$ cat src/hw/rtl/sld_pkg.sv
package sld_pkg;

    // Default build values
    localparam int SAMPLES_PER_PACKET_DEF = 12;
    localparam int DEPTH_BITS_DEF         = 16;
    localparam int FRAC_BITS_DEF          = 16;

    // Fixed field widths
    localparam int IN_W      = 16;
    localparam int RATE_W    = 20;
    localparam int ALPHA_W   = 17;
    localparam int NS_W      = 37;
    localparam int CFG_IDX_W = 2;

    // Register indexes
    localparam logic [CFG_IDX_W-1:0] CFG_RATE   = 2'd0;
    localparam logic [CFG_IDX_W-1:0] CFG_ALPHA  = 2'd1;
    localparam logic [CFG_IDX_W-1:0] CFG_THRESH = 2'd2;

    // Register reset values
    localparam logic [RATE_W-1:0]  RATE_RST   = 20'd48000;
    localparam logic [ALPHA_W-1:0] ALPHA_RST  = 17'd8192;
    localparam logic [NS_W-1:0]    THRESH_RST = 37'd500000;

    // Alpha is Q1.16; 1.0 is the largest weight that takes effect
    localparam int                 ALPHA_Q    = 16;
    localparam int                 ROUND_HALF = 1 << (ALPHA_Q - 1);
    localparam logic [ALPHA_W-1:0] ALPHA_ONE  = 17'h10000;

    localparam longint unsigned NS_PER_S = 64'd1000000000;

    typedef logic [NS_W-1:0] t_ns;

    localparam t_ns NS_MAX = '1;

endpackage

$ cat src/hw/rtl/smoothed_latency_change_detector_core.sv
// Channel  | Direction | Handshake                | Payload
// ---------+-----------+--------------------------+--------------------------------------
// in       | to core   | i_in_valid / o_in_stall  | i_depth_frames[15:0]
// out      | from core | o_out_valid / i_out_stall| o_latency_ns[36:0], o_material_change
// cfg      | to core   | i_cfg_we                 | i_cfg_index[1:0], i_cfg_data[36:0]
//
// One transaction is processed at a time. A poll runs through the smoothing step (the
// seeding poll just loads the depth), the bit-serial multiply by SAMPLES_PER_PACKET*1e9,
// the bit-serial divider, which is the longest step, then a finish step and a return to
// idle, where the next poll can be accepted.
// Reset is synchronous, active low; it restores the register defaults and clears the
// smoothed depth, the seeded flag and the advertised baseline.
// A stalled result sits in the output register; the next input transaction is taken
// meanwhile and only its finish step waits for the register to drain.
module smoothed_latency_change_detector_core #(
    parameter int SAMPLES_PER_PACKET = sld_pkg::SAMPLES_PER_PACKET_DEF,
    parameter int DEPTH_BITS         = sld_pkg::DEPTH_BITS_DEF,
    parameter int FRAC_BITS          = sld_pkg::FRAC_BITS_DEF
) (
    input  logic                            i_clk,
    input  logic                            i_rst_n,
    // input transactions
    input  logic                            i_in_valid,
    output logic                            o_in_stall,
    input  logic [sld_pkg::IN_W-1:0]        i_depth_frames,
    // result transactions
    output logic                            o_out_valid,
    input  logic                            i_out_stall,
    output logic [sld_pkg::NS_W-1:0]        o_latency_ns,
    output logic                            o_material_change,
    // configuration writes
    input  logic                            i_cfg_we,
    input  logic [sld_pkg::CFG_IDX_W-1:0]   i_cfg_index,
    input  logic [sld_pkg::NS_W-1:0]        i_cfg_data
);
    import sld_pkg::*;

    // Smoothed depth is unsigned Q(DEPTH_BITS).(FRAC_BITS).
    localparam int SD_W = DEPTH_BITS + FRAC_BITS;
    // Multiplicand is one plus the smoothed depth, in the same format.
    localparam int XW   = SD_W + 1;
    localparam longint unsigned KMUL = longint'(SAMPLES_PER_PACKET) * NS_PER_S;
    localparam int K_W  = $clog2(KMUL + 1);
    localparam int PW   = XW + K_W;
    // Numerator 2*N + D for round-half-up, divisor 2*D, D = rate << FRAC_BITS.
    localparam int N2W  = PW + 2;
    localparam int DEN_W = RATE_W + FRAC_BITS;
    localparam int DVW  = DEN_W + 1;
    localparam int IW   = (DEPTH_BITS > IN_W) ? DEPTH_BITS : IN_W;

    localparam logic [2:0] ST_IDLE = 3'd0;
    localparam logic [2:0] ST_EMA  = 3'd1;
    localparam logic [2:0] ST_MUL  = 3'd2;
    localparam logic [2:0] ST_DIV  = 3'd3;
    localparam logic [2:0] ST_FIN  = 3'd4;

    logic [2:0]         r_state, n_state;
    logic [RATE_W-1:0]  r_rate;
    logic [ALPHA_W-1:0] r_alpha;
    t_ns                r_thresh;
    t_ns                r_adv, n_adv;
    logic               r_out_valid, n_out_valid;
    t_ns                r_ns_out, n_ns_out;
    logic               r_mat_out, n_mat_out;

    logic               in_accept;
    logic               slot_free;
    logic               fin_load;

    logic [IW-1:0]         depth_ext;
    logic [IW-1:0]         depth_max;
    logic [DEPTH_BITS-1:0] depth_sat;

    logic               ema_done;
    logic [SD_W-1:0]    ema_sd;
    logic               mul_start;
    logic [XW-1:0]      mul_x;
    logic               mul_done;
    logic [PW-1:0]      mul_prod;
    logic               div_start;
    logic [N2W-1:0]     div_num;
    logic [DVW-1:0]     div_den;
    logic               div_done;
    t_ns                div_q;
    logic               div_ovf;

    t_ns                lat;
    t_ns                diff;
    logic               material;

    assign in_accept = i_in_valid && !o_in_stall;
    assign slot_free = !r_out_valid || !i_out_stall;
    assign fin_load  = (r_state == ST_FIN) && slot_free;

    // Clip the observed depth to what the integer part can hold.
    always_comb begin
        depth_ext = IW'(i_depth_frames);
        depth_max = IW'((1 << DEPTH_BITS) - 1);
        depth_sat = (depth_ext > depth_max) ? DEPTH_BITS'(depth_max)
                                            : DEPTH_BITS'(depth_ext);
    end

    sld_ema #(
        .DEPTH_BITS (DEPTH_BITS),
        .FRAC_BITS  (FRAC_BITS)
    ) u_ema (
        .i_clk   (i_clk),
        .i_rst_n (i_rst_n),
        .i_start (in_accept),
        .i_depth (depth_sat),
        .i_alpha (r_alpha),
        .o_done  (ema_done),
        .o_sd    (ema_sd)
    );

    assign mul_start = (r_state == ST_EMA) && ema_done;
    assign mul_x     = XW'(ema_sd) + (XW'(1) << FRAC_BITS);

    sld_cmul #(
        .XW   (XW),
        .PW   (PW),
        .KMUL (KMUL)
    ) u_cmul (
        .i_clk   (i_clk),
        .i_rst_n (i_rst_n),
        .i_start (mul_start),
        .i_x     (mul_x),
        .o_done  (mul_done),
        .o_prod  (mul_prod)
    );

    // floor((2N + D) / 2D) rounds N/D to nearest with ties upward.
    assign div_start = (r_state == ST_MUL) && mul_done;
    assign div_num   = N2W'({mul_prod, 1'b0}) + N2W'({r_rate, {FRAC_BITS{1'b0}}});
    assign div_den   = {r_rate, {(FRAC_BITS + 1){1'b0}}};

    sld_div #(
        .NW (N2W),
        .DW (DVW)
    ) u_div (
        .i_clk   (i_clk),
        .i_rst_n (i_rst_n),
        .i_start (div_start),
        .i_num   (div_num),
        .i_den   (div_den),
        .o_done  (div_done),
        .o_quo   (div_q),
        .o_ovf   (div_ovf)
    );

    // Finish: saturate, force zero latency at zero rate, then test the baseline.
    always_comb begin
        if (r_rate == '0) begin
            lat = '0;
        end else if (div_ovf) begin
            lat = NS_MAX;
        end else begin
            lat = div_q;
        end
        diff     = (lat >= r_adv) ? (lat - r_adv) : (r_adv - lat);
        // nothing advertised yet counts as a change
        material = (r_adv == '0) || (diff >= r_thresh);
    end

    always_comb begin
        n_state     = r_state;
        n_adv       = r_adv;
        n_out_valid = r_out_valid;
        n_ns_out    = r_ns_out;
        n_mat_out   = r_mat_out;

        // drop the result once the consumer takes it
        if (r_out_valid && !i_out_stall) begin
            n_out_valid = 1'b0;
        end

        case (r_state)
            ST_IDLE: begin
                if (in_accept) begin
                    n_state = ST_EMA;
                end
            end
            ST_EMA: begin
                if (ema_done) begin
                    n_state = ST_MUL;
                end
            end
            ST_MUL: begin
                if (mul_done) begin
                    n_state = ST_DIV;
                end
            end
            ST_DIV: begin
                if (div_done) begin
                    n_state = ST_FIN;
                end
            end
            ST_FIN: begin
                // hold here until the output register is free
                if (slot_free) begin
                    n_out_valid = 1'b1;
                    n_ns_out    = lat;
                    n_mat_out   = material;
                    if (material) begin
                        n_adv = lat;
                    end
                    n_state = ST_IDLE;
                end
            end
            default: begin
                n_state = ST_IDLE;
            end
        endcase
    end

    always_ff @(posedge i_clk) begin
        if (!i_rst_n) begin
            r_state     <= ST_IDLE;
            r_adv       <= '0;
            r_out_valid <= 1'b0;
            r_rate      <= RATE_RST;
            r_alpha     <= ALPHA_RST;
            r_thresh    <= THRESH_RST;
        end else begin
            r_state     <= n_state;
            r_adv       <= n_adv;
            r_out_valid <= n_out_valid;
            if (i_cfg_we) begin
                case (i_cfg_index)
                    CFG_RATE:   r_rate   <= i_cfg_data[RATE_W-1:0];
                    CFG_ALPHA:  r_alpha  <= i_cfg_data[ALPHA_W-1:0];
                    CFG_THRESH: r_thresh <= i_cfg_data[NS_W-1:0];
                    default: begin
                        // unused index: ignore the write
                    end
                endcase
            end
        end
    end

    always_ff @(posedge i_clk) begin
        r_ns_out  <= n_ns_out;
        r_mat_out <= n_mat_out;
    end

    assign o_in_stall        = (r_state != ST_IDLE);
    assign o_out_valid       = r_out_valid;
    assign o_latency_ns      = r_ns_out;
    assign o_material_change = r_mat_out;

    // A new result appears only from the finish step.
    a_out_from_fin: assert property (@(posedge i_clk) disable iff (!i_rst_n)
        $rose(o_out_valid) |-> ($past(r_state) == ST_FIN))
        else $error("result valid raised outside the finish step");

    // An accepted poll always starts the smoothing step.
    a_accept_to_ema: assert property (@(posedge i_clk) disable iff (!i_rst_n)
        in_accept |=> (r_state == ST_EMA))
        else $error("accepted poll did not enter the smoothing step");

    // The divider finishes only while the sequencer waits for it.
    a_div_in_state: assert property (@(posedge i_clk) disable iff (!i_rst_n)
        div_done |-> (r_state == ST_DIV))
        else $error("divider done outside the divide step");

    // With no baseline stored, the result must report a change.
    a_first_material: assert property (@(posedge i_clk) disable iff (!i_rst_n)
        (fin_load && (r_adv == '0)) |=> o_material_change)
        else $error("empty baseline did not flag a change");

endmodule

$ cat src/hw/rtl/sld_ema.sv
module sld_ema #(
    parameter int DEPTH_BITS = sld_pkg::DEPTH_BITS_DEF,
    parameter int FRAC_BITS  = sld_pkg::FRAC_BITS_DEF
) (
    input  logic                           i_clk,
    input  logic                           i_rst_n,
    input  logic                           i_start,
    input  logic [DEPTH_BITS-1:0]          i_depth,
    input  logic [sld_pkg::ALPHA_W-1:0]    i_alpha,
    output logic                           o_done,
    output logic [DEPTH_BITS+FRAC_BITS-1:0] o_sd
);
    import sld_pkg::*;

    localparam int SD_W = DEPTH_BITS + FRAC_BITS;
    localparam int AW   = SD_W + ALPHA_W;
    localparam int CW   = $clog2(ALPHA_W + 1);

    logic [SD_W-1:0]    r_sd, n_sd;
    logic               r_seeded, n_seeded;
    logic               r_busy, n_busy;
    logic               r_done, n_done;
    logic [CW-1:0]      r_cnt, n_cnt;
    logic [SD_W-1:0]    r_mag, n_mag;
    logic [ALPHA_W-1:0] r_a, n_a;
    logic [AW-1:0]      r_acc, n_acc;
    logic               r_up, n_up;

    logic [SD_W-1:0]    target;
    logic [ALPHA_W-1:0] a_clamp;
    logic [AW-1:0]      acc_step;
    logic [AW-1:0]      rounded;
    logic [SD_W-1:0]    step;

    always_comb begin
        target   = {i_depth, {FRAC_BITS{1'b0}}};
        a_clamp  = (i_alpha > ALPHA_ONE) ? ALPHA_ONE : i_alpha;
        // one alpha bit per cycle, MSB first
        acc_step = {r_acc[AW-2:0], 1'b0} + (r_a[ALPHA_W-1] ? AW'(r_mag) : '0);
        rounded  = r_acc + AW'(ROUND_HALF);
        step     = SD_W'(rounded >> ALPHA_Q);

        n_sd     = r_sd;
        n_seeded = r_seeded;
        n_busy   = r_busy;
        n_done   = 1'b0;
        n_cnt    = r_cnt;
        n_mag    = r_mag;
        n_a      = r_a;
        n_acc    = r_acc;
        n_up     = r_up;

        if (i_start) begin
            if (!r_seeded) begin
                n_sd     = target;
                n_seeded = 1'b1;
                n_done   = 1'b1;
            end else begin
                n_up   = (target >= r_sd);
                n_mag  = (target >= r_sd) ? (target - r_sd) : (r_sd - target);
                n_a    = a_clamp;
                n_acc  = '0;
                n_cnt  = CW'(ALPHA_W);
                n_busy = 1'b1;
            end
        end else if (r_busy) begin
            if (r_cnt != '0) begin
                n_acc = acc_step;
                n_a   = {r_a[ALPHA_W-2:0], 1'b0};
                n_cnt = r_cnt - 1'b1;
            end else begin
                // step never exceeds the distance, so the target is never passed
                n_sd   = r_up ? (r_sd + step) : (r_sd - step);
                n_busy = 1'b0;
                n_done = 1'b1;
            end
        end
    end

    always_ff @(posedge i_clk) begin
        if (!i_rst_n) begin
            r_sd     <= '0;
            r_seeded <= 1'b0;
            r_busy   <= 1'b0;
            r_done   <= 1'b0;
            r_cnt    <= '0;
        end else begin
            r_sd     <= n_sd;
            r_seeded <= n_seeded;
            r_busy   <= n_busy;
            r_done   <= n_done;
            r_cnt    <= n_cnt;
        end
    end

    always_ff @(posedge i_clk) begin
        r_mag <= n_mag;
        r_a   <= n_a;
        r_acc <= n_acc;
        r_up  <= n_up;
    end

    assign o_done = r_done;
    assign o_sd   = r_sd;

endmodule

$ cat src/hw/rtl/sld_cmul.sv
module sld_cmul #(
    parameter int              XW   = sld_pkg::DEPTH_BITS_DEF + sld_pkg::FRAC_BITS_DEF + 1,
    parameter int              PW   = XW + 34,
    parameter longint unsigned KMUL = 64'd12000000000
) (
    input  logic          i_clk,
    input  logic          i_rst_n,
    input  logic          i_start,
    input  logic [XW-1:0] i_x,
    output logic          o_done,
    output logic [PW-1:0] o_prod
);
    import sld_pkg::*;

    localparam int CW = $clog2(XW + 1);

    logic          r_busy, n_busy;
    logic          r_done, n_done;
    logic [CW-1:0] r_cnt, n_cnt;
    logic [XW-1:0] r_x, n_x;
    logic [PW-1:0] r_acc, n_acc;

    always_comb begin
        n_busy = r_busy;
        n_done = 1'b0;
        n_cnt  = r_cnt;
        n_x    = r_x;
        n_acc  = r_acc;
        if (i_start) begin
            n_x    = i_x;
            n_acc  = '0;
            n_cnt  = CW'(XW);
            n_busy = 1'b1;
        end else if (r_busy) begin
            if (r_cnt != '0) begin
                // shift in one multiplicand bit, MSB first
                n_acc = {r_acc[PW-2:0], 1'b0} + (r_x[XW-1] ? PW'(KMUL) : '0);
                n_x   = {r_x[XW-2:0], 1'b0};
                n_cnt = r_cnt - 1'b1;
            end else begin
                n_busy = 1'b0;
                n_done = 1'b1;
            end
        end
    end

    always_ff @(posedge i_clk) begin
        if (!i_rst_n) begin
            r_busy <= 1'b0;
            r_done <= 1'b0;
            r_cnt  <= '0;
        end else begin
            r_busy <= n_busy;
            r_done <= n_done;
            r_cnt  <= n_cnt;
        end
    end

    always_ff @(posedge i_clk) begin
        r_x   <= n_x;
        r_acc <= n_acc;
    end

    assign o_done = r_done;
    assign o_prod = r_acc;

endmodule

$ cat src/hw/rtl/sld_div.sv
module sld_div #(
    parameter int NW = 69,
    parameter int DW = sld_pkg::RATE_W + sld_pkg::FRAC_BITS_DEF + 1
) (
    input  logic               i_clk,
    input  logic               i_rst_n,
    input  logic               i_start,
    input  logic [NW-1:0]      i_num,
    input  logic [DW-1:0]      i_den,
    output logic               o_done,
    output sld_pkg::t_ns       o_quo,
    output logic               o_ovf
);
    import sld_pkg::*;

    localparam int CW = $clog2(NW + 1);

    logic          r_busy, n_busy;
    logic          r_done, n_done;
    logic [CW-1:0] r_cnt, n_cnt;
    logic [NW-1:0] r_num, n_num;
    logic [DW-1:0] r_den, n_den;
    logic [DW-1:0] r_rem, n_rem;
    t_ns           r_q, n_q;
    logic          r_ovf, n_ovf;

    logic [DW:0]   trial;
    logic [DW:0]   diffv;
    logic          ge;

    always_comb begin
        // bring down one numerator bit and try the subtract
        trial = {r_rem, r_num[NW-1]};
        diffv = trial - {1'b0, r_den};
        ge    = (trial >= {1'b0, r_den});

        n_busy = r_busy;
        n_done = 1'b0;
        n_cnt  = r_cnt;
        n_num  = r_num;
        n_den  = r_den;
        n_rem  = r_rem;
        n_q    = r_q;
        n_ovf  = r_ovf;
        if (i_start) begin
            n_num  = i_num;
            n_den  = i_den;
            n_rem  = '0;
            n_q    = '0;
            n_ovf  = 1'b0;
            n_cnt  = CW'(NW);
            n_busy = 1'b1;
        end else if (r_busy) begin
            if (r_cnt != '0) begin
                n_rem = ge ? diffv[DW-1:0] : trial[DW-1:0];
                n_num = {r_num[NW-2:0], 1'b0};
                n_q   = {r_q[NS_W-2:0], ge};
                // a one leaving the top of the quotient means it will not fit
                n_ovf = r_ovf | r_q[NS_W-1];
                n_cnt = r_cnt - 1'b1;
            end else begin
                n_busy = 1'b0;
                n_done = 1'b1;
            end
        end
    end

    always_ff @(posedge i_clk) begin
        if (!i_rst_n) begin
            r_busy <= 1'b0;
            r_done <= 1'b0;
            r_cnt  <= '0;
        end else begin
            r_busy <= n_busy;
            r_done <= n_done;
            r_cnt  <= n_cnt;
        end
    end

    always_ff @(posedge i_clk) begin
        r_num <= n_num;
        r_den <= n_den;
        r_rem <= n_rem;
        r_q   <= n_q;
        r_ovf <= n_ovf;
    end

    assign o_done = r_done;
    assign o_quo  = r_q;
    assign o_ovf  = r_ovf;

endmodule
$ cat config.mk
export PLATFORM = sky130hd
export DESIGN_NAME = smoothed_latency_change_detector_core
export DESIGN_NICKNAME = d
export VERILOG_FILES = /design/src/hw/rtl/sld_pkg.sv /design/src/hw/rtl/smoothed_latency_change_detector_core.sv /design/src/hw/rtl/sld_ema.sv /design/src/hw/rtl/sld_cmul.sv /design/src/hw/rtl/sld_div.sv
export SDC_FILE = /design/constraint.sdc
export NUM_CORES = 2
export LEC_CHECK = 0
export ABC_AREA = 1
export BUFFER_PORTS_ARGS = -buffer_cell sky130_fd_sc_hd__buf_2
export CAP_MARGIN = 10
export CORE_MARGIN = 8
export CORE_UTILIZATION = 51
export CTS_CLUSTER_DIAMETER = 30
export DETAILED_ROUTE_END_ITERATION = 12
export PLACE_DENSITY_LB_ADDON = 0.15
export RECOVER_POWER = 50
export SLEW_MARGIN = 20
export SYNTH_ARGS = -nofsm -noshare
export SYNTH_HDL_FRONTEND = slang
export SYNTH_HIERARCHICAL = 1
export SYNTH_SLANG_ARGS = --single-unit
$ cat constraint.sdc
create_clock -name i_clk -period 6.8 [get_ports i_clk]
set_input_delay 0.68 -clock i_clk [delete_from_list [all_inputs] [get_ports i_clk]]
set_output_delay 0.68 -clock i_clk [all_outputs]
set_load 0.02 [all_outputs]
==> out/results.ini <==
[status]
run_status = finished, violations left
failed_checks = max-capacitance violations, max-slew violations

[power_and_ir_drop]
power.internal_w = 0.0115
clkPwrFrac_pct = 36.1
max-vdd-ir-drop_mv = 0.314
sequentialPowerShare_pct = 25.9
combPwrFrac_pct = 38.0
power.static_leakage_nw = 25.1
switching_share_pct = 40.9
power.total_w = 0.0194
powerDensity_nw_per_um2 = 376
net-switching-power_w = 0.00795

[drt]
route.met2.wl_mm = 68.6
detail_route.wirelength.met1_mm = 66.5
route.met3.wl_mm = 10.3
routed_via_density = 5.34
drt_pre_antenna_iters = 6
number_of_routed_nets_with_antenna_violations = 0
detailroute.via_count = 44700
drcViolationCount = 0
route.detailed.wl_per_inst_um = 18.0
dr.max_layer_used = met5
initialDrtViolationCount = 3852
postRouteWirelength_mm = 151

[layout]
layout.area.seq_sq_um = 14300
layout-drive-gt1-share_pct = 6.42
final_nets = 7425
multi_input_comb_area_sq_um = 25900
layout-area-overhead-vs-synth_pct = 14.2
design_area_sq_um = 51600
fill_cells = 8736

[floorplan]
initial_utilization_pct = 51.3
die_height_um = 314
placeable_core_area_sq_um = 88100
standard_cell_row_count = 109
i_o_pin_count = 100
floorplan.die.width_um = 314
area_of_the_die_sq_um = 98400

[global_route]
grt_pass1_vias = 42500
grt_max_degree = 85
overflow_after_grt = 0
antenna_found_initial = 8
wire_length_of_the_first_global_routing_pass_mm = 234
grt_use_total_pct = 29.5

[yosys]
synth.yosys.seq_area_share_pct = 31.7
ys_top_cells_by_area = edfxtp_1 18%, nand2_1 18%, dfxtp_1 13%
synth_edf_count = 275
yosysTopAreaCellShare_pct = 18.3
netlist_instances = 6950
synthesis.area_per_instance_sq_um = 6.50
synth_largest_area_cell = edfxtp_1
synth.yosys.warnings = 6
dominantRegCellSynth = dfxtp_1
yosys_register_bits = 578
yosys.cell_count.top_type = nand2_1
post_synth_most_frequent_cells = 2171 x nand2_1, 1097 x inv_1, 698 x nor2_1, 460 x a21oi_1, 375 x nand3_1
synth.lib_cells_used.distinct = 66
synth_async_sr_flop_share_pct = 0
syn-cell-area_sq_um = 45200

[sta]
fmaxAchievable_ghz = 0.171
timing.final.crit_share_pct = 86.0
timing.final.ws_setup_ns = 0.954
finalSetupViolCount = 0
worst_margin_pin_slew_ns = 3.88
max_slew_margin_pct = -159
drv_slew = 622
worst_hold_check_slack_ns = 0.221
timing.final.hold_violations = 0
timing.setup.tns_ns = 0
clock_skew_ns = 0.0558
rsz0062_at_grt = false
finalCriticalPeriod_ns = 5.85

[clock_tree]
cts_repair_resize_count = 0
htree_num_levels = 4
cts-root-to-sink-buffers = 3
clk_pin_slew_ns = 0.05
clkSinkCount = 578
cts-hold-fix-buffers = 0
post_cts_setup_buffers = 0
cts_inserted_buffers = 142
ctsRootBufferMaster = clkbuf_16
clock_latency_at_the_later_pin_of_the_worst_skew_pair_ns = 0.74
tritoncts = done

[setup_path]
worst_setup_path_start_kind = register
worst_setup_path_type = register to register
worstPathArrival_ns = 6.42
cpMaxStageDelayCell = ha_1
critPathTopFamily = simple AND/OR/NAND/NOR gates
critPathRequiredTime_ns = 7.37
critical_path.max_fanout = 75
worst-path-buf-inv = 5
path_common_cell = nand2_1
critPathCaptureType = register
max_stage_delay_ns = 0.47

[min_path]
worstHoldPathType = input port to register

[place]
dp_hpwl_mm = 115
io_buffer_count = 99
placedInstanceArea_sq_um = 46700
place_worst_setup_slack_ns = 1.16
place_congestion = 1.01

[flow_run]
cap_violations = 14

-- tightest hold or removal path, cell delays in order --
cell and delay [ns]:
buf_2 0.09, nand2_1 0.06, a21oi_1 0.06
-- sequential cells by signal, summed over array words and instances, names as in the netlist, 5 cells and up --
| signal | flops |
|---|---|
| u_div/r_num | 69 |
| u_cmul/o_prod | 56 |
| u_ema/r_acc | 48 |
| o_latency_ns | 37 |
| r_adv | 37 |
| r_thresh | 37 |
| u_div/o_quo | 37 |
| u_div/r_den | 37 |
| u_div/r_rem | 37 |
| u_cmul/r_x | 33 |
| u_ema/o_sd | 32 |
| u_ema/r_mag | 32 |
| r_rate | 20 |
| r_alpha | 17 |
| u_ema/r_a | 17 |
| u_div/r_cnt | 7 |
| u_cmul/r_cnt | 6 |
| u_ema/r_cnt | 5 |
-- stage by stage --
step           utilization, %  cells
2_1_floorplan               -   6977
3_3_place_gp             53.0   8092
3_5_place_dp             53.0   8092
4_1_cts                  58.7   8356
5_1_grt                  58.6   8357
6_report                 58.6   8361
-- placed cells by master (no fill, tap or decap), types with 13 or more instances in the layout --
| master | count |
|---|---|
| a31oi_1 | 20 |
| clkinv_1 | 14 |
| nor2_1 | 696 |
| nor3_1 | 68 |
| nor2_4 | 17 |
| xor2_1 | 141 |
| nand3b_1 | 13 |
| o21ai_0 | 326 |
| clkinv_2 | 22 |
| nand2_2 | 34 |
| bufinv_16 | 16 |
| ha_1 | 286 |
| conb_1 | 29 |
| o21a_1 | 20 |
| buf_4 | 18 |
| xnor2_1 | 62 |
| o21bai_1 | 35 |
| edfxtp_1 | 275 |
| dfxtp_1 | 303 |
| o211ai_1 | 18 |
| inv_6 | 13 |
| nor2_2 | 27 |
| nor4_1 | 15 |
| nand3_1 | 374 |
| o22ai_1 | 38 |
| nand2_1 | 2170 |
| a21o_1 | 22 |
| inv_1 | 1097 |
| inv_2 | 23 |
| buf_2 | 56 |
| clkbuf_1 | 71 |
| clkbuf_16 | 145 |
| a21oi_1 | 460 |
| nand4_1 | 100 |
-- cell type report --
type                    count  area share [%]
multi-input cells        5092            50.2
flip-flops and latches    578            27.8
inverters                1128            8.21
clock buffers             169            7.34
well taps                1165            2.82
clock inverters            95            2.42
repair buffers            129            1.24
diodes                      5          0.0242
-- logic make-up (layout without fill, tap and decap cells) --
| group | after synthesis | count (layout) | synth area share, % |
|---|---|---|---|
| compound gates | 991 | 991 | 12.0 |
| xor+xnor | 204 | 204 | 3.97 |
| other cells | 2 | 34 | 0.0166 |
| flops | 578 | 578 | 31.7 |
| fa+ha+maj | 294 | 294 | 8.27 |
| mux | 1 | 1 | 0.0221 |
| buf+inv | 1307 | 1521 | 11.3 |
| simple gates | 3573 | 3573 | 32.8 |
-- metal layers --
layer  track usage [%]  vias up
met5                 0        -
met4              11.4        2
met3              5.18      311
met2              48.9     1418
met1              38.3    20500
li1                  -    22400
-- power groups by stage --
stage	sequential, W	clock, W	combinational, W
after floorplan	0.00484	0	0.00538
final	0.00502	0.00702	0.00738
after global routing	0.00509	0.00730	0.00828
after CTS	0.00501	0.00713	0.00734
after detailed placement	0.00507	0	0.00728
after global placement	0.00506	0	0.00721
-- path summary, 6_finish.rpt --
| path | from | endpoint | slack, ns | cells past startpoint |
|---|---|---|---|---|
| worst max-delay path | r_rate[12] | r_adv[16] | 0.95 | 32 |
| worst min-delay path | i_out_stall | o_out_valid | 0.22 | 3 |
| worst max register to register | r_rate[12] | r_adv[16] | 0.95 | 32 |
| worst min register to register | u_div/o_ovf | u_div/o_ovf | 0.45 | 2 |
(Power assumes the default switching activity.)
